**config.mk**
```make
export PLATFORM = sky130hd
export DESIGN_NAME = i64div_post
export DESIGN_NICKNAME = d
export VERILOG_FILES = /design/src/rtl/i64div_pkg.sv /design/src/rtl/i64div_post.sv
export SDC_FILE = /design/constraint.sdc
export NUM_CORES = 1
export LEC_CHECK = 0
export ABC_AREA = 1
export BUFFER_PORTS_ARGS = -buffer_cell sky130_fd_sc_hd__buf_4
export CELL_PAD_IN_SITES_DETAIL_PLACEMENT = 1
export CELL_PAD_IN_SITES_GLOBAL_PLACEMENT = 1
export CORE_AREA = 2 2 119 121
export CTS_BUF_LIST = sky130_fd_sc_hd__clkbuf_8 sky130_fd_sc_hd__clkbuf_16
export DETAILED_ROUTE_END_ITERATION = 6
export DIE_AREA = 0 0 121 123
export PLACE_DENSITY = 0.76
export SYNTH_ARGS = -nofsm -noshare
export SYNTH_HDL_FRONTEND = slang
export SYNTH_SLANG_ARGS = --single-unit
```
**constraint.sdc**
```tcl
create_clock -name clock -period 4.9 [get_ports clock]
set_input_delay 0.98 -clock clock [delete_from_list [all_inputs] [get_ports clock]]
set_output_delay 0.98 -clock clock [all_outputs]
set_load 0.03 [all_outputs]
```
**src/rtl/i64div_pkg.sv**
```systemverilog
`timescale 1ns / 1ps
// ----------------------------------------------------------------------------
// i64div_pkg
// Shared constants and types of the integer divider: selector codes,
// stream widths and the control word that rides with each request.
// ----------------------------------------------------------------------------
package i64div_pkg;

   // Width of the dividend, divisor and quotient fields on the ports.
   localparam int FIELD_WIDTH     = 64;
   localparam int REQ_TDATA_WIDTH = 2 * FIELD_WIDTH;
   localparam int RSP_TDATA_WIDTH = FIELD_WIDTH;

   // Division kind carried in req_tuser.
   localparam logic ACTION_UNSIGNED = 1'b0;
   localparam logic ACTION_SIGNED   = 1'b1;

   // Control that travels alongside the operands through the cell row.
   typedef struct packed {
      logic valid;     // A request occupies this stage.
      logic negate;    // Operand signs differ in signed mode.
      logic zero_div;  // Divisor is zero; the quotient is forced to zero.
   } step_ctrl_type;

endpackage

```
**src/rtl/i64div_post.sv**
```systemverilog
`timescale 1ns / 1ps
// ----------------------------------------------------------------------------
// i64div_post
// Result stage: applies the sign and the zero-divisor rule to the quotient
// from the last cell and holds it on the response channel until taken.
// ----------------------------------------------------------------------------
module i64div_post
   import i64div_pkg::*;
#(
   parameter int DATA_WIDTH = 64
) (
   input  logic                       clock,
   input  logic                       reset,
   input  step_ctrl_type              ctrl,
   input  logic [DATA_WIDTH-1:0]      quot,
   input  logic                       rsp_tready,
   output logic                       rsp_tvalid,
   output logic [RSP_TDATA_WIDTH-1:0] rsp_tdata
);

   logic                       valid_ff;
   logic                       valid_in;
   logic [RSP_TDATA_WIDTH-1:0] data_ff;
   logic [DATA_WIDTH-1:0]      signed_q;

   always_comb begin
      if (ctrl.zero_div) begin
         signed_q = '0;
      end else if (ctrl.negate) begin
         signed_q = DATA_WIDTH'(0) - quot;
      end else begin
         signed_q = quot;
      end
      if (ctrl.valid) begin
         valid_in = 1'b1;
      end else if (rsp_tready) begin
         valid_in = 1'b0;
      end else begin
         valid_in = valid_ff;
      end
   end

   always_ff @(posedge clock) begin
      if (reset) begin
         valid_ff <= 1'b0;
      end else begin
         valid_ff <= valid_in;
      end
   end

   always_ff @(posedge clock) begin
      if (ctrl.valid) begin
         data_ff <= RSP_TDATA_WIDTH'(signed_q);
      end
   end

   assign rsp_tvalid = valid_ff;
   assign rsp_tdata  = data_ff;

endmodule

```
Word-level counts from Yosys, hierarchy flattened:

Cells that the tools add are included.

* reductions and logical operators: 1
* add/sub/neg operators: 1
* multiplexer cells: 3

Operators by type and width (number)
* $mux W64: 1
* $sub A1 B64 Y64 const A: 1
* $mux W1: 2
* $reduce_bool A2 Y1: 1

* register bits after elaboration: 65

Longest topological paths before layout:

* depth after elaboration: 2
* mapped depth: 12
* gate-level depth less buffers: 12

Least setup slack after synthesis:

No wires, ideal clock.

* path kind: input -> register
* start: in quot[0]
* end: reg data_ff[58] (netlist: rsp_tdata[58]) (data pin)
* path slack: 2.638 ns
* data required time: 4.645 ns
* arrival: 2.007 ns
* buffers on the path: 0
* setup time: 0.255 ns
* stages on the path: 9
* path through: inv_1 -> ha_1 -> nand3_2 -> nor2_4 -> nand2_2 -> nor2_1 -> nand3b_1 -> a21oi_1 -> nor2_1

* cells in the longest elaborated chain, start to end: 2

Ends and longest elaborated chain
* from (decl): RTL line i64div_post.sv:15 `input logic [DATA_WIDTH-1:0] quot,`
* $sub A1 B64 Y64: RTL line i64div_post.sv:30 `signed_q = DATA_WIDTH'(0) - quot;`
* $mux W64: RTL line i64div_post.sv:29 `end else if (ctrl.negate) begin`
* to (signal assigned): RTL line i64div_post.sv:53 `data_ff <= RSP_TDATA_WIDTH'(signed_q);`
* to (decl): RTL line i64div_post.sv:23 `logic [RSP_TDATA_WIDTH-1:0] data_ff;`

No other way between the ends.
A chain may end at the register's enable or synchronous reset.

Worst setup path after layout:

* start: in quot[1]
* end: reg data_ff[58] (netlist: rsp_tdata[58]) (data pin)

The elaborated chain is that of the path after synthesis.

==> flow_summary_export.csv <==
group,metric,value,unit
sta,min_period,2.40,ns
sta,fmax,416,MHz
power_and_ir_drop,leakage,2.49,nW
clock_tree,cts_root_buffer,"clkbuf_16",
worst_hold_path,holdPathEnd,"rsp_tvalid",
logic_synthesis,ys_ff_latch,65,
logic_synthesis,yosys-mux-area-fraction,0,%
logic_synthesis,synth_top_family_by_area,"simple AND/OR/NAND/NOR gates",
power_and_ir_drop,power_density,300,nW/um^2
route,avgRoutedWirePerCell,17.4,um
logic_synthesis,synthCells,631,
logic_synthesis,synth_compound_area_share,10.9,%
logic_synthesis,synth_top_area_share,43.4,%
logic_synthesis,syn_area,4430,sq um
logic_synthesis,syn_avg_cell_area,7.01,sq um
logic_synthesis,ys.flop_type,"edfxtp_1",
route,drc,0,
sta,period_share,49.0,%
clock_tree,insertion_delay,0.34,ns
cells_and_area,nNetsFinal,834,
global_routing,antenna_found_initial,0,
setup_path,r2r-end,"rsp_tvalid",
logic_synthesis,synthAdderAreaFrac,0.283,%
global_routing,grt_pass1_wl,25900,um
clock_tree,cts-resized-gates,0,
route,vias,4764,
logic_synthesis,synth_edf_count,64,
setup_path,worst_ep_arrival_time,2.50,ns
logic_synthesis,seq_area_frac_synth,43.9,%
placed_design,hpwl,12800,um
floorplan,fp.dieH,123,um
setup_path,reg2reg_from,"rsp_tvalid",
cells_and_area,area_growth,33.7,%
clock_tree,cts_tree,"done",
worst_hold_path,hp-class,"reg2reg",
floorplan,fp.dieW,121,um
setup_path,crit_path_end_kind,"register",
clock_tree,cts_buffer_depth,2,
setup_path,ff2ff_setup_slack,4.29,ns
placed_design,place.gp.congestion,0.961,
logic_synthesis,synth_fp_nets,702,
sta,clock_skew,0,ns
sta,setup_slack,2.50,ns
outcome,outcome,"complete, no violations",
cells_and_area,nFillCells,1693,
clock_tree,htree_levels,3,
logic_synthesis,yosysUniqueCellTypes,28,
sta,finalSetupViolCount,0,
route,drt_iter0_markers,313,
cells_and_area,num_antenna_cells,0,
placed_design,port_buffers,134,
floorplan,io_pins,135,
logic_synthesis,ys_warn_count,0,
cells_and_area,register_area,1940,sq um
route,drt_first_pass_iters,5,
run,cap_violations,0,
logic_synthesis,yosysTopAreaCell,"edfxtp_1",
floorplan,core_area,13600,sq um
floorplan,dieArea,14900,sq um
logic_synthesis,yosys.area_share.xor_xnor,0,%
global_routing,grt_start_max_net_pins,74,
setup_path,rr_worst_depth,2,
route,detail-route-antenna-nets,0,
sta,max-slew-margin-rel,41.7,%
worst_hold_path,holdCritStartpoint,"rsp_tvalid",
sta,grt_setup_unrepaired,"no",
logic_synthesis,ys_async_sr_fraction,0,%
setup_path,path_class,"in2reg",
sta,worstMarginPinSlew,0.873,ns
clock_tree,cts_setup_buffers,0,
placed_design,pre_cts_slack,2.14,ns
logic_synthesis,synthSimpleGateAreaFrac,38.4,%
cells_and_area,layout_common_cells,"nor2_1, nand2_1, buf_4",
logic_synthesis,synth_area_leaders,"edfxtp_1, nor2_1, nand2_1, a21oi_1, nand3_1",
route,drt_wl_total,16500,um
global_routing,grt_pass1_vias,4909,
sta,finalSetupTns,0,ns
floorplan,initial_core_util,32.5,%
setup_path,crit_required,4.99,ns
setup_path,setup.worst_path.start_class,"primary input",
clock_tree,cts_sinks,65,
clock_tree,cts_buffers,9,
floorplan,rows,43,
clock_tree,clkTransAtPathRegs,0.06,ns
cells_and_area,layout.cells.most_common,"nor2_1",
power_and_ir_drop,ir_drop,0.000143,V
route,viasPerCell,5.03,
global_routing,overflow,0,
cells_and_area,final_layout_size_suffix_gt1_share,24.3,%
setup_path,crit_path_max_fanout,5,
cells_and_area,multiInputGateArea,2200,sq um
clock_tree,cts_hold_buf,0,
global_routing,grtUsageTotal,22.9,%
sta,slew_violations,0,
sta,finalHoldViolations,0,
worst_hold_path,min_delay_path_depth,2,
-- sequential cells by signal, summed over array words and instances (netlist names) --
signal      count
rsp_tvalid      1
rsp_tdata      64
-- per-stage QoR --
| step | total power, mW | instances | hold slack (ns) | cell area (sq um) | utilization (%) |
|---|---|---|---|---|---|
| after detailed placement | 1.09 | 932 | 0.502 | 5610 | 41.2 |
| final | 1.77 | 948 | 0.502 | 5920 | 43.5 |
| after global placement | 1.08 | 932 | 0.470 | 5610 | 41.2 |
| after floorplan | 0.901 | 631 | 0.644 | 4430 | - |
| after global routing | 1.84 | 948 | 0.564 | 5920 | 43.5 |
| after CTS | 1.78 | 948 | 0.517 | 5920 | 43.5 |
-- cells by family (layout without fill, tap and decap cells) --
kind of cell               Yosys count  in the layout
AOI/OAI and AO/OA                   93             93
and+or+nand+nor                    398            398
buffers and inverters               74            211
adders and majority gates            1              1
DFF                                 65             65
-- critical path, stage by stage --
cell and delay [ns]:
buf_4 0.11, inv_1 0.08, ha_1 0.19, nand3_2 0.13, nor2_4 0.21, nand2_2 0.11
nor2_1 0.25, nand3b_1 0.19, a21oi_1 0.17, nor2_1 0.06
-- how the worst max path moves through the flow --
stage | from | to | slack, ns | cells past startpoint
3_3_place_gp | ctrl[0] | rsp_tdata[5] | 2.22 | 5
4_1_cts | ctrl[0] | rsp_tdata[11] | 2.47 | 5
2_1_floorplan | quot[0] | rsp_tdata[58] | 2.64 | 9
3_5_place_dp | ctrl[0] | rsp_tdata[17] | 2.14 | 5
5_1_grt | ctrl[0] | rsp_tdata[11] | 2.35 | 5
6_report | quot[1] | rsp_tdata[58] | 2.50 | 10
-- cell usage after synthesis (all sizes together), types with 2 or more instances --
master and count:
inv 58, nor3 11, edfxtp 64, buf 5, nand3b 3, nand3 48
nor2 172, a21oi 54, clkbuf 10, nand4 2, o21ai 36, o21a 3
nand2 159
-- area by class of cell --
type	instances	share of cell area [%]
clock buffer	9	3.81
sequential	65	32.8
timing repair buffer	136	17.3
clock inverter	7	1.46
multi-input combinational	492	37.1
inverter	59	3.74
tap	180	3.81
-- layer usage --
layer / share of wire (%) / GRT usage [%] / vias to the layer above
met2: 48 / 38.6 / 129
met4: 1.9 / 8.43 / 0
met1: 45 / 30.1 / 2278
li1: - / - / 2334
met5: 0 / 0 / -
met3: 4.9 / 3.14 / 23
-- where the power goes --
group / total [mW] / switching, mW / leakage, nW / internal, mW
Combinational: 0.391 / 0.254 / 1.71 / 0.137
Sequential: 0.684 / 0.0165 / 0.626 / 0.668
Clock: 0.698 / 0.257 / 0.158 / 0.441
Power figures use the tool's default switching activity.
