==> src/rtl/i64div_pkg.sv <==
`timescale 1ns / 1ps
// ----------------------------------------------------------------------------
// i64div_pkg
// Shared constants and types of the integer divider: selector codes,
// stream widths and the control word that rides with each request.
// ----------------------------------------------------------------------------
package i64div_pkg;

   // Width of the dividend, divisor and quotient fields on the ports.
   localparam int FIELD_WIDTH     = 64;
   localparam int REQ_TDATA_WIDTH = 2 * FIELD_WIDTH;
   localparam int RSP_TDATA_WIDTH = FIELD_WIDTH;

   // Division kind carried in req_tuser.
   localparam logic ACTION_UNSIGNED = 1'b0;
   localparam logic ACTION_SIGNED   = 1'b1;

   // Control that travels alongside the operands through the cell row.
   typedef struct packed {
      logic valid;     // A request occupies this stage.
      logic negate;    // Operand signs differ in signed mode.
      logic zero_div;  // Divisor is zero; the quotient is forced to zero.
   } step_ctrl_type;

endpackage

==> src/rtl/i64div_prep.sv <==
`timescale 1ns / 1ps
// ----------------------------------------------------------------------------
// i64div_prep
// Operand conditioning: takes magnitudes in signed mode, notes the sign of
// the result and a zero divisor, and registers the head of the cell row.
// ----------------------------------------------------------------------------
module i64div_prep
   import i64div_pkg::*;
#(
   parameter int DATA_WIDTH = 64
) (
   input  logic                   clock,
   input  logic                   reset,
   input  logic                   accept,
   input  logic                   action,
   input  logic [FIELD_WIDTH-1:0] dividend,
   input  logic [FIELD_WIDTH-1:0] divisor,
   output step_ctrl_type          ctrl,
   output logic [DATA_WIDTH-1:0]  num,
   output logic [DATA_WIDTH-1:0]  den
);

   logic [DATA_WIDTH-1:0] a;
   logic [DATA_WIDTH-1:0] b;
   logic                  a_neg;
   logic                  b_neg;
   step_ctrl_type         ctrl_ff;
   step_ctrl_type         ctrl_in;
   logic [DATA_WIDTH-1:0] num_ff;
   logic [DATA_WIDTH-1:0] num_in;
   logic [DATA_WIDTH-1:0] den_ff;
   logic [DATA_WIDTH-1:0] den_in;

   assign a     = dividend[DATA_WIDTH-1:0];
   assign b     = divisor[DATA_WIDTH-1:0];
   assign a_neg = (action == ACTION_SIGNED) && a[DATA_WIDTH-1];
   assign b_neg = (action == ACTION_SIGNED) && b[DATA_WIDTH-1];

   always_comb begin
      ctrl_in.valid    = accept;
      ctrl_in.negate   = a_neg ^ b_neg;
      ctrl_in.zero_div = (b == '0);
      num_in           = a_neg ? (DATA_WIDTH'(0) - a) : a;
      den_in           = b_neg ? (DATA_WIDTH'(0) - b) : b;
   end

   always_ff @(posedge clock) begin
      if (reset) begin
         ctrl_ff <= '0;
      end else begin
         ctrl_ff <= ctrl_in;
      end
   end

   always_ff @(posedge clock) begin
      num_ff <= num_in;
      den_ff <= den_in;
   end

   assign ctrl = ctrl_ff;
   assign num  = num_ff;
   assign den  = den_ff;

endmodule

==> config.mk <==
export PLATFORM = sky130hd
export DESIGN_NAME = i64div_prep
export DESIGN_NICKNAME = d
export VERILOG_FILES = /design/src/rtl/i64div_pkg.sv /design/src/rtl/i64div_prep.sv
export SDC_FILE = /design/constraint.sdc
export NUM_CORES = 1
export LEC_CHECK = 0
export ABC_AREA = 1
export BUFFER_PORTS_ARGS = -buffer_cell sky130_fd_sc_hd__buf_2
export CORE_MARGIN = 1.5
export CORE_UTILIZATION = 45
export CTS_CLUSTER_DIAMETER = 150
export DETAILED_ROUTE_END_ITERATION = 10
export HOLD_SLACK_MARGIN = 0.08
export PLACE_DENSITY = 0.82
export SKIP_LAST_GASP = 1
export SYNTH_ARGS = -nofsm -noshare
export SYNTH_HDL_FRONTEND = slang
export SYNTH_SLANG_ARGS = --single-unit
==> constraint.sdc <==
create_clock -name clock -period 1.2 [get_ports clock]
set_clock_uncertainty 0.05 [all_clocks]
set_input_delay 0.06 -clock clock [delete_from_list [all_inputs] [get_ports clock]]
set_output_delay 0.06 -clock clock [all_outputs]
set_load 0.01 [all_outputs]
# [After elaboration in Yosys (flattened, before gate mapping)]
# Index checks and enable logic that the tools add are counted.
[totals] romBits=0 latchBits=0 elab_cells=13 ram_bits=0 memories=0 out_inout_bits=131 regBits=131 in_bits=132
[classes] n_addsub=2 reduce_logical=3 n_bitwise=1 multipliers=0 n_mux=2 order_cmp=0 n_eq_ne=0 shift=0 n_div=0
[op_table] op="$mux W64" n=2
[op_table] op="$sub A1 B64 Y64 const A" n=2
[op_table] op="$logic_not A64 Y1" n=1
[op_table] op="$logic_and A1 B1 Y1" n=2
[op_table] op="$xor A1 B1 Y1" n=1

# [Logic depth before layout (Yosys ltp)]
# Gate-level depths: netlist of run 1.
[logic_depth] ltp_word=2 depth_mapped=11

# [Least setup slack after synthesis of run 1]
# Ideal clock, no wire load.
[synth_timing] path_kind="input port to flip-flop" start="input divisor[1]" end="register den_ff[36], in the netlist den[36]" t_arrival_ns=1.100 stages=8 setup_ns=0.117 path_slack_ns=-0.067 path_cell_list="inv_1 > ha_1 > nand3_2 > nor2_1 > nand2_1 > o21ai_4 > nand2_1 > xor2_1"
[synth_between] elab_chain_cells=2
[synth_rtl] item="start, declared" line="i64div_prep.sv:17" source="input logic [FIELD_WIDTH-1:0] divisor,"
[synth_rtl] item="$sub A1 B64 Y64" line="i64div_prep.sv:44" source="den_in = b_neg ? (DATA_WIDTH'(0) - b) : b;"
[synth_rtl] item="$mux W64" line="i64div_prep.sv:44"
[synth_rtl] item="named net den_in[36]" line="i64div_prep.sv:32" source="logic [DATA_WIDTH-1:0] den_in;"
[synth_rtl] item="end signal, assigned" line="i64div_prep.sv:57" source="den_ff <= den_in;"
[synth_rtl] item="end, declared" line="i64div_prep.sv:31" source="logic [DATA_WIDTH-1:0] den_ff;"
# The timed path passes the listed nets, and every way through them passes these cells.
# A chain may end at the register's enable or synchronous reset.

# [Worst setup path after layout of run 1]
[layout_timing] start="input divisor[20]" end="register den_ff[59], in the netlist den[59]"
# Same word-level chain as after synthesis.

==> results of run 1 <==
-- worst paths after layout --
check	end	slack, ns	cells after the start
max	den[59]	-0.13	9
min	num[57]	-0.16	3
-- power by group through the flow --
stage               registers (mW)  clock network [mW]  logic [mW]
finish                        4.97                5.55        3.34
global route                  5.00                5.78        3.55
CTS                           4.95                5.50        3.14
detailed placement            5.04                   0        2.81
global placement              5.04                   0        2.75
floorplan                     5.28                   0        1.02
-- timing repair --
item,CTS,global route
resized for setup,0,22
setup endpoints to repair,0,22
endpoints found under the hold margin,131,21
hold buffers,120,3
-- logic make-up (layout without fill, tap and decap cells) --
family                   Yosys count  count (layout)  synth area share [%]
AND/OR/NAND/NOR                  715             715                 43.07
flip-flops                       131             131                 36.48
adder cells (fa/ha/maj)            2               2                0.3480
XOR/XNOR                          67              67                 8.162
AO/OA/AOI/OAI                     52              52                 5.099
buffers and inverters            120             739                 6.840
-- critical path: stages --
cell     delay [ns]
buf_2          0.11
nor2_1         0.19
nand3_1        0.18
nor2_2         0.22
nand3_1        0.16
o21ai_2        0.23
nand2_1        0.11
nand2_1        0.11
nand2_1        0.17
-- registers in the layout, indices dropped and copies added (netlist names) --
signal and cells:
den 64, num 64, ctrl 3
-- layer usage --
metal	global-route usage (%)	part of all wire [%]
met1	39.28	34
met2	66.11	47
met3	9.538	11
met4	29.02	8.2
met5	0	0.038
-- final cells by class --
cell class | instances | area, um^2
repair buffers | 601 | 4187
multi-input cells | 836 | 4180
fillers | 1127 | 3497
flip-flops and latches | 131 | 2623
clock buffers | 18 | 439.2
inverters | 106 | 397.9
well taps | 216 | 270.3
clock inverters | 14 | 176.4
-- cell usage in the layout, fill, tap and decap left out, types with 2 or more instances in the layout --
cell type      count
buf_4            215
xnor2_1           30
clkbuf_16         17
nand3_2            3
nor2_2            19
nand3_4            3
o21ai_0           19
o21ai_1            5
nand4_1           29
nand2_2           13
a21oi_1            8
o21ai_2           10
nand2_4            2
clkinv_2           2
inv_6              4
nand3b_1           4
buf_2            262
inv_1             97
xor2_1            37
a31oi_1            2
dlygate4sd3_1    122
clkinv_4           3
buf_12             2
inv_2              9
o21ai_4            5
nor2_4            14
bufinv_16          3
nor2_1           186
clkinvlp_4         2
nand3_1          106
dfxtp_1          131
nand2_1          331
-- through the flow --
step | area [um^2] | instances | util (%) | hold WS [ns] | setup TNS, ns
2_1_floorplan | 7242 | 1087 | - | 0.03772 | 0
3_3_place_gp | 10380 | 1768 | 65.84 | 0.1278 | -16.34
3_5_place_dp | 10380 | 1768 | 65.84 | 0.1309 | -19.48
4_1_cts | 12200 | 1920 | 77.36 | -0.1674 | 0
5_1_grt | 12270 | 1922 | 77.82 | -0.1515 | -0.3769
6_report | 12270 | 1922 | 77.82 | -0.1578 | -0.1616
==> run summary, run 1 <==
most frequent cells after synthesis = 334 x nand2_1, 198 x nor2_1, 131 x dfxtp_1
syn nets = 1,221
Hold WS = -0.1578 ns
gr usage total = 37.95%
die area = 0.01674 mm^2
Crit. End Element = flop
power per cell area = 1129 mW/mm^2
slew margin rel. = 72.22%
Die Width = 129.4 um
drt total wl = 33,980 um
Tmin final = 1.326 ns
Final ANT Viol Nets = 0
switching portion of total power = 30.16%
yosys synthesis warning count = 0
root buf cell = clkbuf_16
post-synth top area cell = dfxtp_1
DPL Wire Length = 22,020 um
post-synth top area share = 36.48%
count leader, synth = nand2_1
share of cells above drive strength 1 = 34.82%
Max H-tree Level = 4
final setup violation count = 4
clock sink count = 131
cell-internal power = 9.680 mW
Post-Place Setup Slack = -0.2910 ns
die height = 129.4 um
Worst Path Required = 1.42 ns
#FFs+latches synth = 131
final net count = 1,827
Arrival @ worst endpoint = 1.54 ns
Slew @ Worst Pin = 0.4140 ns
vias per cell = 5.366
fmax = 0.7541 GHz
Avg WL per Cell = 17.68 um
fin crit share = 110.5%
clock power share = 40.0%
leakage power = 6.133 nW
Std-Cell Rows = 46
Vias = 10,313
Worst Hold Class = primary input to flop
core area = 0.01577 mm^2
number of global-route vias before repair = 10,058
status = finished, violations left
worst-path fanout max = 3
EDFF count, synth = 0
Gate Count Post-Synth = 1,087
CTS buffer count = 17
Synth Flop Type = dfxtp_1
PortBufs = 262
hold_sp = dividend[57]
initial drt markers = 975
I/O pin total = 263
gr ovfl total = 0
Synth-to-Final Area Change = 70.71%
Initial Util = 45.59%
post-CTS setup buffers = 0
CTS max path bufs = 2
first-pass GRT wire length = 48,870 um
hold violation count in the final report = 17
Synth cell types = 34
Reg power frac = 35.8%
first drt pass iteration count = 8
Final GP Congestion = 0.9637
MaxCap Viol Count = 0
top cells by area, synth = dfxtp_1 36%, nand2_1 17%, nor2_1 10%
Post-route DRC = 0
CP Launch Type = primary input
Peak VDD IR = 0.001088 V
failing checks = negative hold slack, negative setup slack
antenna diode count = 0
Reg clk slew, reported paths = 0.06 ns
Pwr Total = 13.86 mW
smallest setup slack after layout = -0.1260 ns
initial antenna violation count = 1
async set-reset flop share out of synthesis = 0%
CTS tree = yes
Mean Syn Cell Area = 6.614 um^2
area of the mapped netlist = 0.007189 mm^2
Comb power frac = 24.1%
CP Class = primary input to flop
Seq/Total Area, Yosys = 36.48%
largest net degree at the start of global routing = 24
Final Max Tran Viols = 0
switching power summed over all nets = 4.180 mW
CP startpoint = divisor[20]
Power figures use the tool's default switching activity.
==> run 2, diff against run 1 <==
Settings changed: ABC_AREA 1 to 0, CORE_UTILIZATION 45 to 42, PLACE_DENSITY 0.82 to 0.81.
==> run summary, run 2 <==
largest net degree at the start of global routing = 46
#FFs+latches synth = 131 (unchanged)
Die Width = 117.7 um (was 129.4 um)
Std-Cell Rows = 41 (was 46)
Final GP Congestion = 0.8882 (was 0.9637)
status = did not finish (was finished, violations left)
clock sink count = 131 (unchanged)
die height = 117.7 um (was 129.4 um)
yosys synthesis warning count = 0 (unchanged)
top cells by area, synth = dfxtp_1 47%, xor2_1 13%, xnor2_1 6.8% (was dfxtp_1 36%, nand2_1 17%, nor2_1 10%)
Max H-tree Level = 4 (unchanged)
syn nets = 717 (was 1,221)
GRT worst endpoint = den[63]$_DFF_P_/D
stop err = [ERROR GRT-0232] Routing congestion too high. Check the congestion heatmap in the GUI.
Synth cell types = 39 (was 34)
root buf cell = clkbuf_16 (unchanged)
async set-reset flop share out of synthesis = 0% (unchanged)
area of the mapped netlist = 0.005528 mm^2 (was 0.007189 mm^2)
Placed Cells = 1,183 (was 1,768)
I/O pin total = 263 (unchanged)
Seq/Total Area, Yosys = 47.44% (was 36.48%)
most frequent cells after synthesis = 131 x dfxtp_1, 80 x xor2_1, 51 x nor2_1 (was 334 x nand2_1, 198 x nor2_1, 131 x dfxtp_1)
Gate Count Post-Synth = 583 (was 1,087)
post-synth top area cell = dfxtp_1 (unchanged)
Synth Flop Type = dfxtp_1 (unchanged)
Initial Util = 43.45% (was 45.59%)
Failed at = global routing (5_1_grt)
Mean Syn Cell Area = 9.482 um^2 (was 6.614 um^2)
post-synth top area share = 47.44% (was 36.48%)
count leader, synth = dfxtp_1 (was nand2_1)
PortBufs = 262 (unchanged)
EDFF count, synth = 0 (unchanged)
CTS buffer count = 17 (unchanged)
worst endpoint pin kind = register data pin
gr ovfl total = 43
CTS max path bufs = 2 (unchanged)
gr usage total = 70.42%
DPL Wire Length = 14,400 um (was 22,020 um)
## run 2: per-stage QoR
step	area, um^2	worst slack (ns)	TNS, ns	hold WS (ns)	utilization [%]
3_3_place_gp	8691	-0.7451	-56.86	0.1394	68.31
3_5_place_dp	8691	-0.8322	-60.27	0.1521	68.31
4_1_cts	11400	-0.2900	-11.22	-0.3031	89.59
2_1_floorplan	5812	-0.6623	-39.79	0.03772	-
## run 2: kinds of logic after synthesis
| kind of cell | share of synthesized area [%] |
|---|---|
| AOI/OAI and AO/OA | 12.09 |
| xor gates and xnor gates | 19.49 |
| DFF | 47.44 |
| and+or+nand+nor | 17.88 |
| adders and majority gates | 0.4526 |
| buffers and inverters | 2.648 |
## run 2: layer usage
layer	GRT usage, %	overflow
met1	66.70	1
met2	92.95	22
met3	49.52	2
met4	78.43	18
met5	8.824	0
## run 2: what timing repair did
item,CTS
setup endpoints to repair,92
setup buffers,25
cloned,1
pin swaps,39
resized for setup,110
endpoints found under the hold margin,131
hold buffers,137
==> run 3, diff against run 2 <==
Settings changed: CORE_UTILIZATION 42 to 40, CTS_CLUSTER_DIAMETER 150 to not set, HOLD_SLACK_MARGIN 0.08 to not set, PLACE_DENSITY 0.81 to not set, PLACE_DENSITY_LB_ADDON set to 0.15.
Clock period 1.2 ns to 1.6 ns, I/O delays scaled along.
==> run summary, run 3 <==
leakage power = 4.839 nW
MaxCap Viol Count = 0
hold violation count in the final report = 0
fin crit share = 98.16%
Post-route DRC = 0
final net count = 1,260
non-filler cells, final = 1,316
Mean Syn Cell Area = 9.482 um^2 (unchanged)
Final Max Tran Viols = 0
yosys synthesis warning count = 0 (unchanged)
largest net degree at the start of global routing = 46
Multi-input gate area = 0.002973 mm^2
gr ovfl total = 0
Peak VDD IR = 0.0005817 V
die height = 120.6 um (was 117.7 um)
share of cells above drive strength 1 = 42.76%
CTS max path bufs = 2 (unchanged)
Seq/Total Area, Yosys = 47.44% (unchanged)
cell chain of the critical path = buf_2 > or3_4 > or4_4 > or3_4 > o31ai_2 > xnor2_1
CP Launch Type = primary input
RSZ-0062 raised after global routing = yes
FILL cells = 879
WP buf/inv = 1
Synth-to-Final Area Change = 85.92%
count leader, synth = dfxtp_1 (unchanged)
first drt pass iteration count = 5
drt total wl = 20,970 um
DPL Wire Length = 14,210 um (was 14,400 um)
syn nets = 717 (unchanged)
die area = 0.01453 mm^2
async set-reset flop share out of synthesis = 0% (unchanged)
Pwr Total = 9.512 mW
design area = 0.01028 mm^2
Crit-path slowest cell = or4_4
first-pass GRT wire length = 32,530 um
CTS tree = yes
power per cell area = 925.5 mW/mm^2
PortBufs = 262 (unchanged)
slew margin rel. = 67.90%
number of global-route vias before repair = 6,860
Tmin final = 1.571 ns
Arrival @ worst endpoint = 1.86 ns
CP Class = primary input to flop
Max H-tree Level = 4 (unchanged)
CTS buffer count = 17 (unchanged)
final setup violation count = 0
area of the mapped netlist = 0.005528 mm^2 (unchanged)
Die Width = 120.6 um (was 117.7 um)
Gate Count Post-Synth = 583 (unchanged)
most frequent cells in the layout = 262 x buf_2, 147 x buf_4, 131 x dfxtp_1
most common cell after layout, fill and taps aside = buf_2
Synth cell types = 39 (unchanged)
Final ANT Viol Nets = 0
vias per cell = 5.014
Vias = 6,598
Synth Flop Type = dfxtp_1 (unchanged)
core area = 0.01335 mm^2
Reg clk slew, reported paths = 0.05 ns
Final GP Congestion = 0.8732 (was 0.8882)
post-synth top area cell = dfxtp_1 (unchanged)
placed cell area = 0.008314 mm^2 (was 0.008691 mm^2)
Avg WL per Cell = 15.93 um
Worst Path Required = 1.89 ns
#FFs+latches synth = 131 (unchanged)
I/O pin total = 263 (unchanged)
most frequent CP cell = or3_4
root buf cell = clkbuf_16 (unchanged)
Slew @ Worst Pin = 0.4771 ns
initial drt markers = 298
Top delay family on crit path = simple AND/OR/NAND/NOR gates
Std-Cell Rows = 42 (was 41)
CP peak stage delay = 0.52 ns
clock sink count = 131 (unchanged)
Total Neg Setup Slack = 0 ns
most frequent cells after synthesis = 131 x dfxtp_1, 80 x xor2_1, 51 x nor2_1 (unchanged)
top cells by area, synth = dfxtp_1 47%, xor2_1 13%, xnor2_1 6.8% (unchanged)
status = finished, final reports clean (was did not finish)
Crit. End Element = flop
Placed Cells = 1,154 (was 1,183)
worst-path fanout max = 4
Initial Util = 41.41% (was 43.45%)
fmax = 0.6367 GHz
FF/Latch Area = 0.002623 mm^2
initial antenna violation count = 1
EDFF count, synth = 0 (unchanged)
gr usage total = 28.19%
Worst Hold Class = primary input to flop
post-synth top area share = 47.44% (unchanged)
[run 3: final timing paths]
path                  cells past startpoint  endpoint         start  slack (ns)
worst max-delay path                      6   den[57]    divisor[5]        0.03
worst min-delay path                      3   num[18]  dividend[16]       0.007
[run 3: kinds of logic after synthesis]
family	synth area share, %
flops	47.44
simple gates	17.88
compound gates	12.09
fa+ha+maj	0.4526
xor+xnor	19.49
buf+inv	2.648
[run 3: area by class of cell]
type                       instances  area share, %
inverter                          20         0.7305
clock buffer                      23          4.553
clock inverter                     9          1.254
sequential                       131          25.52
multi-input combinational        414          28.93
antenna                            1        0.02435
tap                              176          2.143
timing repair buffer             542          36.85
[run 3: layer usage]
layer / up-vias / global-route usage [%] / part of all wire [%]
met5: - / 0 / 0
met4: 0 / 12.87 / 3.6
met3: 58 / 7.453 / 6.5
met2: 255 / 51.63 / 51
met1: 3134 / 30.09 / 38
li1: 3151 / - / -
[run 3: what timing repair did]
item / 4_1_cts / 5_1_grt
endpoints found under the setup margin: 3 / 25
hold endpoints to repair: 123 / 0
resized for setup: 2 / 14
setup buffers: 0 / 1
pin swaps: 0 / 4
hold buffers: 128 / 0
[run 3: tightest hold or removal path, cell delays in order]
cell and delay (ns):
buf_2 0.12, o41ai_1 0.10, xnor2_1 0.13
[run 3: per-stage QoR]
step | hold WS, ns | utilization [%] | setup WS (ns)
floorplan | 0.05772 | - | -0.2823
global placement | 0.1578 | 62.29 | -0.4243
detailed placement | 0.1691 | 62.29 | -0.4956
CTS | 0.0006378 | 76.44 | 0.01547
global route | 0.02769 | 77.00 | -0.03497
finish | 0.006830 | 77.00 | 0.02940
[run 3: power by group]
part	internal [mW]	switching [mW]	total, mW
clock	2.53	1.41	3.94
sequential	3.61	0.0946	3.70
combinational	0.963	0.907	1.87
