`src/rtl/i64div_pkg.sv`:
```
`timescale 1ns / 1ps
// ----------------------------------------------------------------------------
// i64div_pkg
// Shared constants and types of the integer divider: selector codes,
// stream widths and the control word that rides with each request.
// ----------------------------------------------------------------------------
package i64div_pkg;

   // Width of the dividend, divisor and quotient fields on the ports.
   localparam int FIELD_WIDTH     = 64;
   localparam int REQ_TDATA_WIDTH = 2 * FIELD_WIDTH;
   localparam int RSP_TDATA_WIDTH = FIELD_WIDTH;

   // Division kind carried in req_tuser.
   localparam logic ACTION_UNSIGNED = 1'b0;
   localparam logic ACTION_SIGNED   = 1'b1;

   // Control that travels alongside the operands through the cell row.
   typedef struct packed {
      logic valid;     // A request occupies this stage.
      logic negate;    // Operand signs differ in signed mode.
      logic zero_div;  // Divisor is zero; the quotient is forced to zero.
   } step_ctrl_type;

endpackage

```
`src/rtl/i64div_cell.sv`:
```
`timescale 1ns / 1ps
// ----------------------------------------------------------------------------
// i64div_cell
// One restoring division step: shifts the next dividend bit into the partial
// remainder, subtracts the divisor when it fits and shifts out a quotient bit.
// ----------------------------------------------------------------------------
module i64div_cell
   import i64div_pkg::*;
#(
   parameter int DATA_WIDTH = 64
) (
   input  logic                  clock,
   input  logic                  reset,
   input  step_ctrl_type         ctrl_i,
   input  logic [DATA_WIDTH-1:0] rem_i,
   input  logic [DATA_WIDTH-1:0] quot_i,
   input  logic [DATA_WIDTH-1:0] num_i,
   input  logic [DATA_WIDTH-1:0] den_i,
   output step_ctrl_type         ctrl_o,
   output logic [DATA_WIDTH-1:0] rem_o,
   output logic [DATA_WIDTH-1:0] quot_o,
   output logic [DATA_WIDTH-1:0] num_o,
   output logic [DATA_WIDTH-1:0] den_o
);

   logic [DATA_WIDTH:0]   rem_ext;
   logic [DATA_WIDTH:0]   diff;
   logic                  fits;
   step_ctrl_type         ctrl_ff;
   logic [DATA_WIDTH-1:0] rem_ff;
   logic [DATA_WIDTH-1:0] rem_in;
   logic [DATA_WIDTH-1:0] quot_ff;
   logic [DATA_WIDTH-1:0] quot_in;
   logic [DATA_WIDTH-1:0] num_ff;
   logic [DATA_WIDTH-1:0] num_in;
   logic [DATA_WIDTH-1:0] den_ff;

   // The remainder stays below the divisor, so after the shift it fits in
   // one extra bit and the difference lies from minus the divisor up to just
   // below the divisor. The top bit of the difference is then its sign, and a
   // difference that is taken fits back in DATA_WIDTH.
   always_comb begin
      rem_ext = {rem_i, num_i[DATA_WIDTH-1]};
      diff    = rem_ext - {1'b0, den_i};
      fits    = ~diff[DATA_WIDTH];
      rem_in  = fits ? diff[DATA_WIDTH-1:0] : rem_ext[DATA_WIDTH-1:0];
      quot_in = {quot_i[DATA_WIDTH-2:0], fits};
      num_in  = {num_i[DATA_WIDTH-2:0], 1'b0};
   end

   always_ff @(posedge clock) begin
      if (reset) begin
         ctrl_ff <= '0;
      end else begin
         ctrl_ff <= ctrl_i;
      end
   end

   always_ff @(posedge clock) begin
      rem_ff  <= rem_in;
      quot_ff <= quot_in;
      num_ff  <= num_in;
      den_ff  <= den_i;
   end

   assign ctrl_o = ctrl_ff;
   assign rem_o  = rem_ff;
   assign quot_o = quot_ff;
   assign num_o  = num_ff;
   assign den_o  = den_ff;

endmodule

```
`config.mk`:
```
export PLATFORM = sky130hd
export DESIGN_NAME = i64div_cell
export DESIGN_NICKNAME = d
export VERILOG_FILES = /design/src/rtl/i64div_pkg.sv /design/src/rtl/i64div_cell.sv
export SDC_FILE = /design/constraint.sdc
export NUM_CORES = 1
export LEC_CHECK = 0
export BUFFER_PORTS_ARGS = -buffer_cell sky130_fd_sc_hd__buf_2
export CAP_MARGIN = 20
export CORE_AREA = 8 8 195 197
export DETAILED_ROUTE_END_ITERATION = 10
export DIE_AREA = 0 0 203 205
export PLACE_DENSITY = 0.63
export SETUP_SLACK_MARGIN = 0.02
export SLEW_MARGIN = 10
export SYNTH_ARGS = -nofsm -noshare
export SYNTH_HDL_FRONTEND = slang
export SYNTH_SLANG_ARGS = --single-unit
```
`constraint.sdc`:
```
create_clock -name clock -period 4.23 [get_ports clock]
set_input_delay 0.846 -clock clock [delete_from_list [all_inputs] [get_ports clock]]
set_output_delay 0.846 -clock clock [all_outputs]
set_load 0.05 [all_outputs]
```
Yosys cells after proc, flatten, opt, wreduce, memory -nomap -nowiden
Cells that the tools add are included.

Multiplexer cells: 1. Bitwise gates (word level): 1. $add $sub $neg: 1.

Operators by type and width (number): $sub A65 B64 Y65 (1); $mux W64 (1); $not A1 Y1 (1).

Input bits: 261. Bits in registers: 258. Output and inout bits: 259. Word-level logic and storage cells: 10.

Longest topological paths before layout
Gate-level depths: netlist of the first run.

Depth after elaboration: 2. Depth in mapped cells: 14. Gate-level depth less buffers: 13.

Least setup slack after synthesis of the first run
Ideal clock, no wire load.

Path type: in2reg. From: input den_i[26]. To: register rem_ff[59], in the netlist rem_o[59]. Slack: 506 ps. Setup time: 123 ps. Required time: 4107 ps. Data arrival time: 3600 ps. Cell stages on the path: 10. Path buffers: 0. Path through: inv_1 > ha_1 > a21o_1 > or4b_1 > or4b_4 > a311o_1 > a211oi_2 > o21ai_1 > mux2i_1 > mux2_1.

Longest elaborated chain between the ends: 2.

Ends and longest elaborated chain: start: declaration (line i64div_cell.sv:18) `input logic [DATA_WIDTH-1:0] den_i,`; $sub A65 B64 Y65 (line i64div_cell.sv:44) `diff = rem_ext - {1'b0, den_i};`; $mux W64 (line i64div_cell.sv:46) `rem_in = fits ? diff[DATA_WIDTH-1:0] : rem_ext[DATA_WIDTH-1:0];`; named net rem_in[59] (line i64div_cell.sv:31) `logic [DATA_WIDTH-1:0] rem_in;`; end signal: assignment (line i64div_cell.sv:60) `rem_ff <= rem_in;`; end: declaration (line i64div_cell.sv:30) `logic [DATA_WIDTH-1:0] rem_ff;`.

The timed path passes the listed nets, and every way through them passes these cells. A chain may end at the register's enable or synchronous reset.

Worst setup path in the final report of the first run
From: input den_i[26]. To: register rem_ff[20], in the netlist rem_o[20].

The elaborated chain is that of the path after synthesis.

==> results of run 1 <==
-- state kept, by name (all words and copies together), names as in the netlist --
name	cells
rem_o	64
quot_o	64
den_o	64
num_o	63
ctrl_o	3
-- layout make-up --
| class | instances | share of cell area, % |
|---|---|---|
| Tap cell | 461 | 3.97 |
| Timing Repair Buffer | 550 | 19.8 |
| Inverter | 88 | 2.27 |
| Antenna cell | 4 | 0.0689 |
| Clock inverter | 14 | 1.41 |
| Sequential cell | 258 | 35.5 |
| Clock buffer | 37 | 5.33 |
| Multi-Input combinational cell | 626 | 31.6 |
-- kinds of logic after synthesis --
group	Yosys count
buffers and inverters	122
AND/OR/NAND/NOR	203
AO/OA/AOI/OAI	237
flip-flops	258
adder cells (fa/ha/maj)	65
other	1
multiplexers	63
XOR/XNOR	57
-- power breakdown --
group / internal [W] / switching (W)
combinational: 0.000675 / 0.00160
clock: 0.00154 / 0.00101
sequential: 0.00268 / 0.0000584
-- synth_stat cells, types with 6 or more instances --
library cell / instances
dfxtp_1: 258
inv_1: 87
a21oi_1: 80
ha_1: 64
nand2_1: 63
mux2_1: 49
nor2_1: 41
xnor2_1: 34
a21o_1: 31
clkbuf_1: 26
xor2_1: 23
nand4_1: 22
o21ai_0: 21
o21ai_1: 16
o21bai_1: 15
nor2b_1: 14
nand3_1: 10
nor3_1: 9
and3_1: 8
nand2b_1: 8
a31oi_1: 7
mux2_2: 7
buf_2: 6
mux2i_1: 6
o21a_1: 6
-- cell usage in the layout (no fill, tap or decap), types with 5 or more instances in the layout --
master,Yosys,final
nor2_1,41,41
nor2b_1,14,14
nand3_1,10,10
o21ai_1,16,16
nand2_1,63,63
clkbuf_1,26,5
nor3_1,9,9
a31oi_1,7,7
xnor2_1,34,34
a211oi_1,5,5
o31ai_1,5,5
clkbuf_16,0,28
o21bai_1,15,15
a21oi_1,80,80
mux2i_1,6,6
a21o_1,31,31
o21a_1,6,6
nand4_1,22,22
xor2_1,23,23
dfxtp_1,258,258
mux2_2,7,7
o21ai_0,21,21
buf_4,2,30
mux2_1,49,49
nand2b_1,8,8
ha_1,64,64
and3_1,8,8
and2_1,5,5
buf_2,6,517
a311oi_1,5,5
inv_1,87,87
-- worst max-delay path by stage --
stage                end  slack [ns]  cells after the start
6_report       rem_o[20]        0.63                     16
2_1_floorplan  rem_o[59]        0.51                     10
3_5_place_dp   rem_o[13]        0.04                     16
3_3_place_gp   rem_o[63]        0.13                     16
5_1_grt        rem_o[18]        0.42                     16
4_1_cts        rem_o[20]        0.62                     16
-- worst max-delay path, cell delays in order --
cell	delay [ns]
buf_2	0.10
inv_1	0.06
ha_1	0.32
buf_4	0.16
nand4_1	0.16
nor4b_2	0.30
buf_4	0.17
nand4_1	0.09
o22a_1	0.25
a21oi_1	0.25
o21ai_1	0.13
and2_1	0.19
o211a_2	0.27
inv_2	0.14
buf_12	0.21
mux2_1	0.34
-- layer usage --
layer	routed length [um]	vias to the layer above	GRT usage (%)	part of all wire, %
met5	46	-	0	0.12
met4	1220	8	5.80	3.2
met3	3490	66	5.74	9.0
met2	19600	381	31.7	51
met1	14200	4331	18.2	37
li1	-	4588	-	-
-- metrics by stage --
stage | cell area (um^2) | power (W) | instances | hold slack [ns] | utilization [%]
after global routing | 14500 | 0.00793 | 2037 | 0.340 | 41.5
after floorplan | 10200 | 0.00439 | 1006 | 0.874 | -
after CTS | 14500 | 0.00769 | 2034 | 0.342 | 41.5
after global placement | 13500 | 0.00507 | 1983 | 0.949 | 38.7
after detailed placement | 13500 | 0.00509 | 1983 | 0.950 | 38.7
final | 14500 | 0.00757 | 2038 | 0.386 | 41.6
==> metrics.md, run 1 <==
| Metric | Value |
|---|---|
| Status | `finished clean` |
| Syn_nets | `~1,300` |
| Final Cycle Share | `a little under nine tenths` |
| Clock sinks | `258` |
| Number of synthesized register bits | `roughly 260` |
| Worst VDD drop | `0.000444 V` |
| DR WL/cell | `between 15 and 20 um` |
| Antenna violations before repair | `8` |
| Synth async-reset ratio | `0%` |
| Clk pin slew, worst setup/hold paths | `roughly 0.060 ns` |
| CTS tree | `done` |
| Post_cts resized | `0` |
| DRT iter0 DRCs | `approximately 410` |
| Crit path max fanout | `27` |
| Critical Path AT | `approximately 4 ns` |
| Worst Hold End | `quot_o[25]` |
| Simple-gate share of the synthesized area | `10.0%` |
| Share of the yosys chip area belonging to registers | `between 50 and 60%` |
| Start point of the critical path | `den_i[26]` |
| Hold Crit Depth | `1` |
| Die Area | `~0.042 mm^2` |
| Clock Tree Root | `clkbuf_16` |
| Final setup viols | `0` |
| Slew headroom | `~64%` |
| Yosys cell types | `~70` |
| Setup TNS | `0 ns` |
| Via density | `around 4.6` |
| Ranking of synthesized cells by area | `dfxtp_1 50%, ha_1 7.8%, mux2_1 5.4%` |
| Post-Synthesis Cells | `about 1,000` |
| Post-DP HPWL | `~33,000 um` |
| Mux cell area share after synthesis | `about 6.9%` |
| Worst hold-check path type | `in2reg` |
| GRT Overall Usage | `between 15 and 20%` |
| GRT overflow | `0` |
| Vias after detailed routing | `between 9,000 and 10,000` |
| Total CTS buffers | `28` |
| Worst setup SP type | `input pin` |
| Initial Utilization | `29.3%` |
| Die X | `roughly 200 um` |
| First drt pass iteration count | `5` |
| Worst EP required | `around 4.7 ns` |
| Compound-Gate Fraction of Synth Area | `between 10% and 20%` |
| Leakage power | `about 7.3 nW` |
| Synth Area in XOR/XNOR | `just under 5%` |
| WL final | `between 30,000 and 40,000 um` |
| Core box area | `0.0350 mm^2` |
| Routed Antenna Nets | `0` |
| Drt drc | `0` |
| EDFF count, synth | `0` |
| Area Growth Syn to Fin | `42.0%` |
| Final-report max-slew violation count | `0` |
| Slew @ Worst Pin | `0.541 ns` |
| Layout cell share with drive strength beyond 1 | `between 30% and 40%` |
| Die Y | `205 um` |
| Port Buffer Count | `517` |
| Rows | `69` |
| Global-route wire length before repair | `between 50,000 and 60,000 um` |
| Power Dens Cells | `~520 mW/mm^2` |
| Mapped Avg Cell Area | `about 10 um^2` |
| Post-place setup slack | `around 0.044 ns` |
| Biggest area consumer among synthesized cells | `dfxtp_1` |
| Max-cap check violation count | `0` |
| Minimum clock period | `~3.6 ns` |
| # nets final | `about 1,900` |
| Area of the multi-input gates | `0.00459 mm^2` |
| YS warnings | `0` |
| IO Pins | `between 500 and 600` |
| Synth Cell Area | `0.0102 mm^2` |
| Max Fclk | `about 280 MHz` |
| Worst Slack Setup Final | `~0.63 ns` |
| Hold buffers post-CTS | `0` |
| Crit end category | `flop` |
| Filler Cell Count | `around 3,500` |
| Main synth FF type | `dfxtp_1` |
| Vias in the first global route | `9,783` |
| FF+latch area | `between 0.005 and 0.006 mm^2` |
| RSZ-0062 raised after global routing | `no` |
| Hold Startpoint | `quot_i[24]` |
| Largest net degree at the start of global routing | `28` |
| Post-CTS setup repair buffer count | `0` |
| Max clock buf depth | `3` |
| GPL Wtd Cong | `0.872` |
| Share of the synthesized area in the top cell type | `approximately 50%` |
| Crit Path Class | `in2reg` |
| Largest family of logic cells by synthesized area | `compound AO/OA/AOI/OAI gates` |
| Adder-cell area share of the yosys netlist | `roughly 8%` |
| Hold Vio Cnt, Final | `0` |
| CTS H-Tree Depth | `1` |
Note: power is estimated with default switching activity, not from simulation.
==> run 2, diff against run 1 <==
Settings changed: CTS_BUF_LIST set to sky130_fd_sc_hd__clkbuf_8, SKIP_CTS_REPAIR_TIMING set to 1.
==> metrics.md, run 2 (same netlist as run 1, synthesis figures left out) <==
| Metric | Value |
|---|---|
| Die X | `203 um (unchanged)` |
| Commonest non-fill, non-tap cell in the layout | `buf_2` |
| Drt drc | `0 (unchanged)` |
| Final Cycle Share | `84.1% (-0.99 points)` |
| CP cell instances | `buf_2 > inv_1 > ha_1 > buf_4 > nand4_1 > nor4b_2 > buf_4 > nand4_1 > o22a_1 > a21oi_1 > o21ai_1 > and2_1 > o211a_2 > inv_2 > buf_12 > mux2_1` |
| Final-report max-slew violation count | `0 (unchanged)` |
| Clock sinks | `258 (unchanged)` |
| Worst EP required | `4.69 ns (+0.04 ns)` |
| DRT iter0 DRCs | `396 (-2.2%)` |
| Worst Slack Setup Final | `0.671 ns (+0.0420 ns)` |
| IO Pins | `520 (unchanged)` |
| Met3 GRT Util | `6.67% (+0.93 points)` |
| Final setup viols | `0 (unchanged)` |
| DR WL/cell | `18.8 um (-0.59%)` |
| Worst VDD drop | `0.000326 V (-27%)` |
| Rows | `69 (unchanged)` |
| CTS H-Tree Depth | `2 (+1)` |
| Status | `finished clean` |
| GRT overflow | `0 (unchanged)` |
| Sequential share of power | `36.6% (+0.4 points)` |
| Port Buffer Count | `517 (unchanged)` |
| Hold Startpoint | `num_i[56]` |
| WL final | `38,800 um (+0.77%)` |
| Max Fclk | `281 MHz (+1.2%)` |
| Die Area | `0.0416 mm^2 (unchanged)` |
| Crit Path Class | `in2reg` |
| Antenna violations before repair | `8 (unchanged)` |
| CP max-delay cell | `mux2_1` |
| Setup TNS | `0 ns (unchanged)` |
| Most frequent cells in the layout | `517 x buf_2, 258 x dfxtp_1, 95 x inv_1` |
| Internal Pwr Total | `0.00478 W (-2.5%)` |
| Clk network pwr share | `32.9% (-0.8 points)` |
| Sw Ratio | `36.2% (+0.84 points)` |
| Layout cell share with drive strength beyond 1 | `40.0% (+0.92 points)` |
| Largest stage delay on the critical path | `0.35 ns (about the same)` |
| RSZ-0062 raised after global routing | `no` |
| Leakage power | `7.34 nW (+0.91%)` |
| Hold Vio Cnt, Final | `0 (unchanged)` |
| Levels on crit path | `16 (unchanged)` |
| # nets final | `1,894 (+0.85%)` |
| Hold Crit Depth | `1 (unchanged)` |
| Worst setup SP type | `input pin` |
| Clock Tree Root | `clkbuf_8` |
| Grt met1 use | `18.2% (about the same)` |
| Power Total | `0.00748 W (-1.2%)` |
| Total CTS buffers | `44 (+57%)` |
| Critical path buffer and inverter count | `6 (unchanged)` |
| Core box area | `0.0350 mm^2 (unchanged)` |
| Crit end category | `flop` |
| GRT Overall Usage | `17.5% (+0.29 points)` |
| Worst hold-check path type | `in2reg` |
| Slew headroom | `64.0% (+0.29 points)` |
| Critical Path AT | `4.02 ns (about the same)` |
| Max clock buf depth | `3 (unchanged)` |
| Max-cap check violation count | `0 (unchanged)` |
| First drt pass iteration count | `5 (unchanged)` |
| Power Dens Cells | `515 mW/mm^2 (-1.2%)` |
| Slew @ Worst Pin | `0.537 ns (-0.00434 ns)` |
| GR Util met2 | `31.8% (+0.13 points)` |
| Via density | `4.58 (-0.41%)` |
| Final instance area | `0.0145 mm^2 (about the same)` |
| Initial Utilization | `29.3% (unchanged)` |
| Vias after detailed routing | `9,464 (+0.96%)` |
| GPL Wtd Cong | `0.872 (unchanged)` |
| Post-DP HPWL | `32,700 um (unchanged)` |
| Crit path max fanout | `27 (unchanged)` |
| CTS tree | `done` |
| Worst Hold End | `num_o[57]` |
| GR peak layer | `met2` |
| Largest net degree at the start of global routing | `28 (unchanged)` |
| Post-place setup slack | `0.0443 ns (unchanged)` |
| Area Growth Syn to Fin | `42.0% (about the same)` |
| Net Switching | `0.00271 W (+1.1%)` |
| Global-route wire length before repair | `57,000 um (+0.61%)` |
| Vias in the first global route | `9,904 (+1.2%)` |
| Combinational share of power | `30.5% (+0.4 points)` |
| Die Y | `205 um (unchanged)` |
| Placed Instance Area | `0.0135 mm^2 (unchanged)` |
| Family with the most delay on the worst path | `compound AO/OA/AOI/OAI gates` |
| Routed Antenna Nets | `0 (unchanged)` |
| Minimum clock period | `3.56 ns (-0.0420 ns)` |
| Clk pin slew, worst setup/hold paths | `0.07 ns (about the same)` |
==> run 2: changes by cell type in the layout (fill, tap and decap cells not counted) <==
cell	change
inv_6	-2
clkbuf_16	-28
diode_2	-1
clkinv_8	-1
clkinv_2	+7
clkinv_4	-2
clkbuf_8	+50
clkbuf_1	-5
inv_8	+2
inv_1	+8
==> run 2: worst max path at each step <==
stage | from | endpoint | slack (ns)
after floorplan | den_i[26] | rem_o[59] | 0.51
after global placement | den_i[26] | rem_o[63] | 0.13
after detailed placement | den_i[26] | rem_o[13] | 0.04
after CTS | den_i[26] | rem_o[13] | 0.67
after global routing | den_i[26] | rem_o[18] | 0.47
final | den_i[26] | rem_o[13] | 0.67
==> run 2: cell type report <==
| class | count | area (um^2) |
|---|---|---|
| timing repair buffer | 550 | 2870 |
| fill | 3512 | 20400 |
| tap | 461 | 577 |
| multi-input combinational | 626 | 4590 |
| clock buffer | 54 | 743 |
| antenna | 3 | 7.51 |
| clock inverter | 26 | 241 |
| inverter | 88 | 330 |
| sequential | 258 | 5160 |
==> run 2: metrics by stage <==
| stage | hold slack (ns) | util, % | instances |
|---|---|---|---|
| after global routing | 0.300 | 41.6 | 2066 |
| final | 0.365 | 41.6 | 2066 |
| after CTS | 0.307 | 41.5 | 2063 |
| after floorplan | 0.874 | - | 1006 |
| after global placement | 0.949 | 38.7 | 1983 |
| after detailed placement | 0.950 | 38.7 | 1983 |
==> run 2: per-layer routing <==
layer / vias to the layer above / part of all wire [%]
met1: 4384 / 37
met3: 62 / 9.0
met2: 379 / 51
li1: 4631 / -
met4: 8 / 2.9
met5: - / 0.11
==> run 2: power by group through the flow <==
stage          Combinational (W)  Sequential [W]  Clock, W
2_1_floorplan           0.000696         0.00369         0
3_3_place_gp             0.00228         0.00279         0
3_5_place_dp             0.00230         0.00279         0
4_1_cts                  0.00231         0.00274   0.00256
5_1_grt                  0.00242         0.00276   0.00267
6_report                 0.00228         0.00274   0.00246
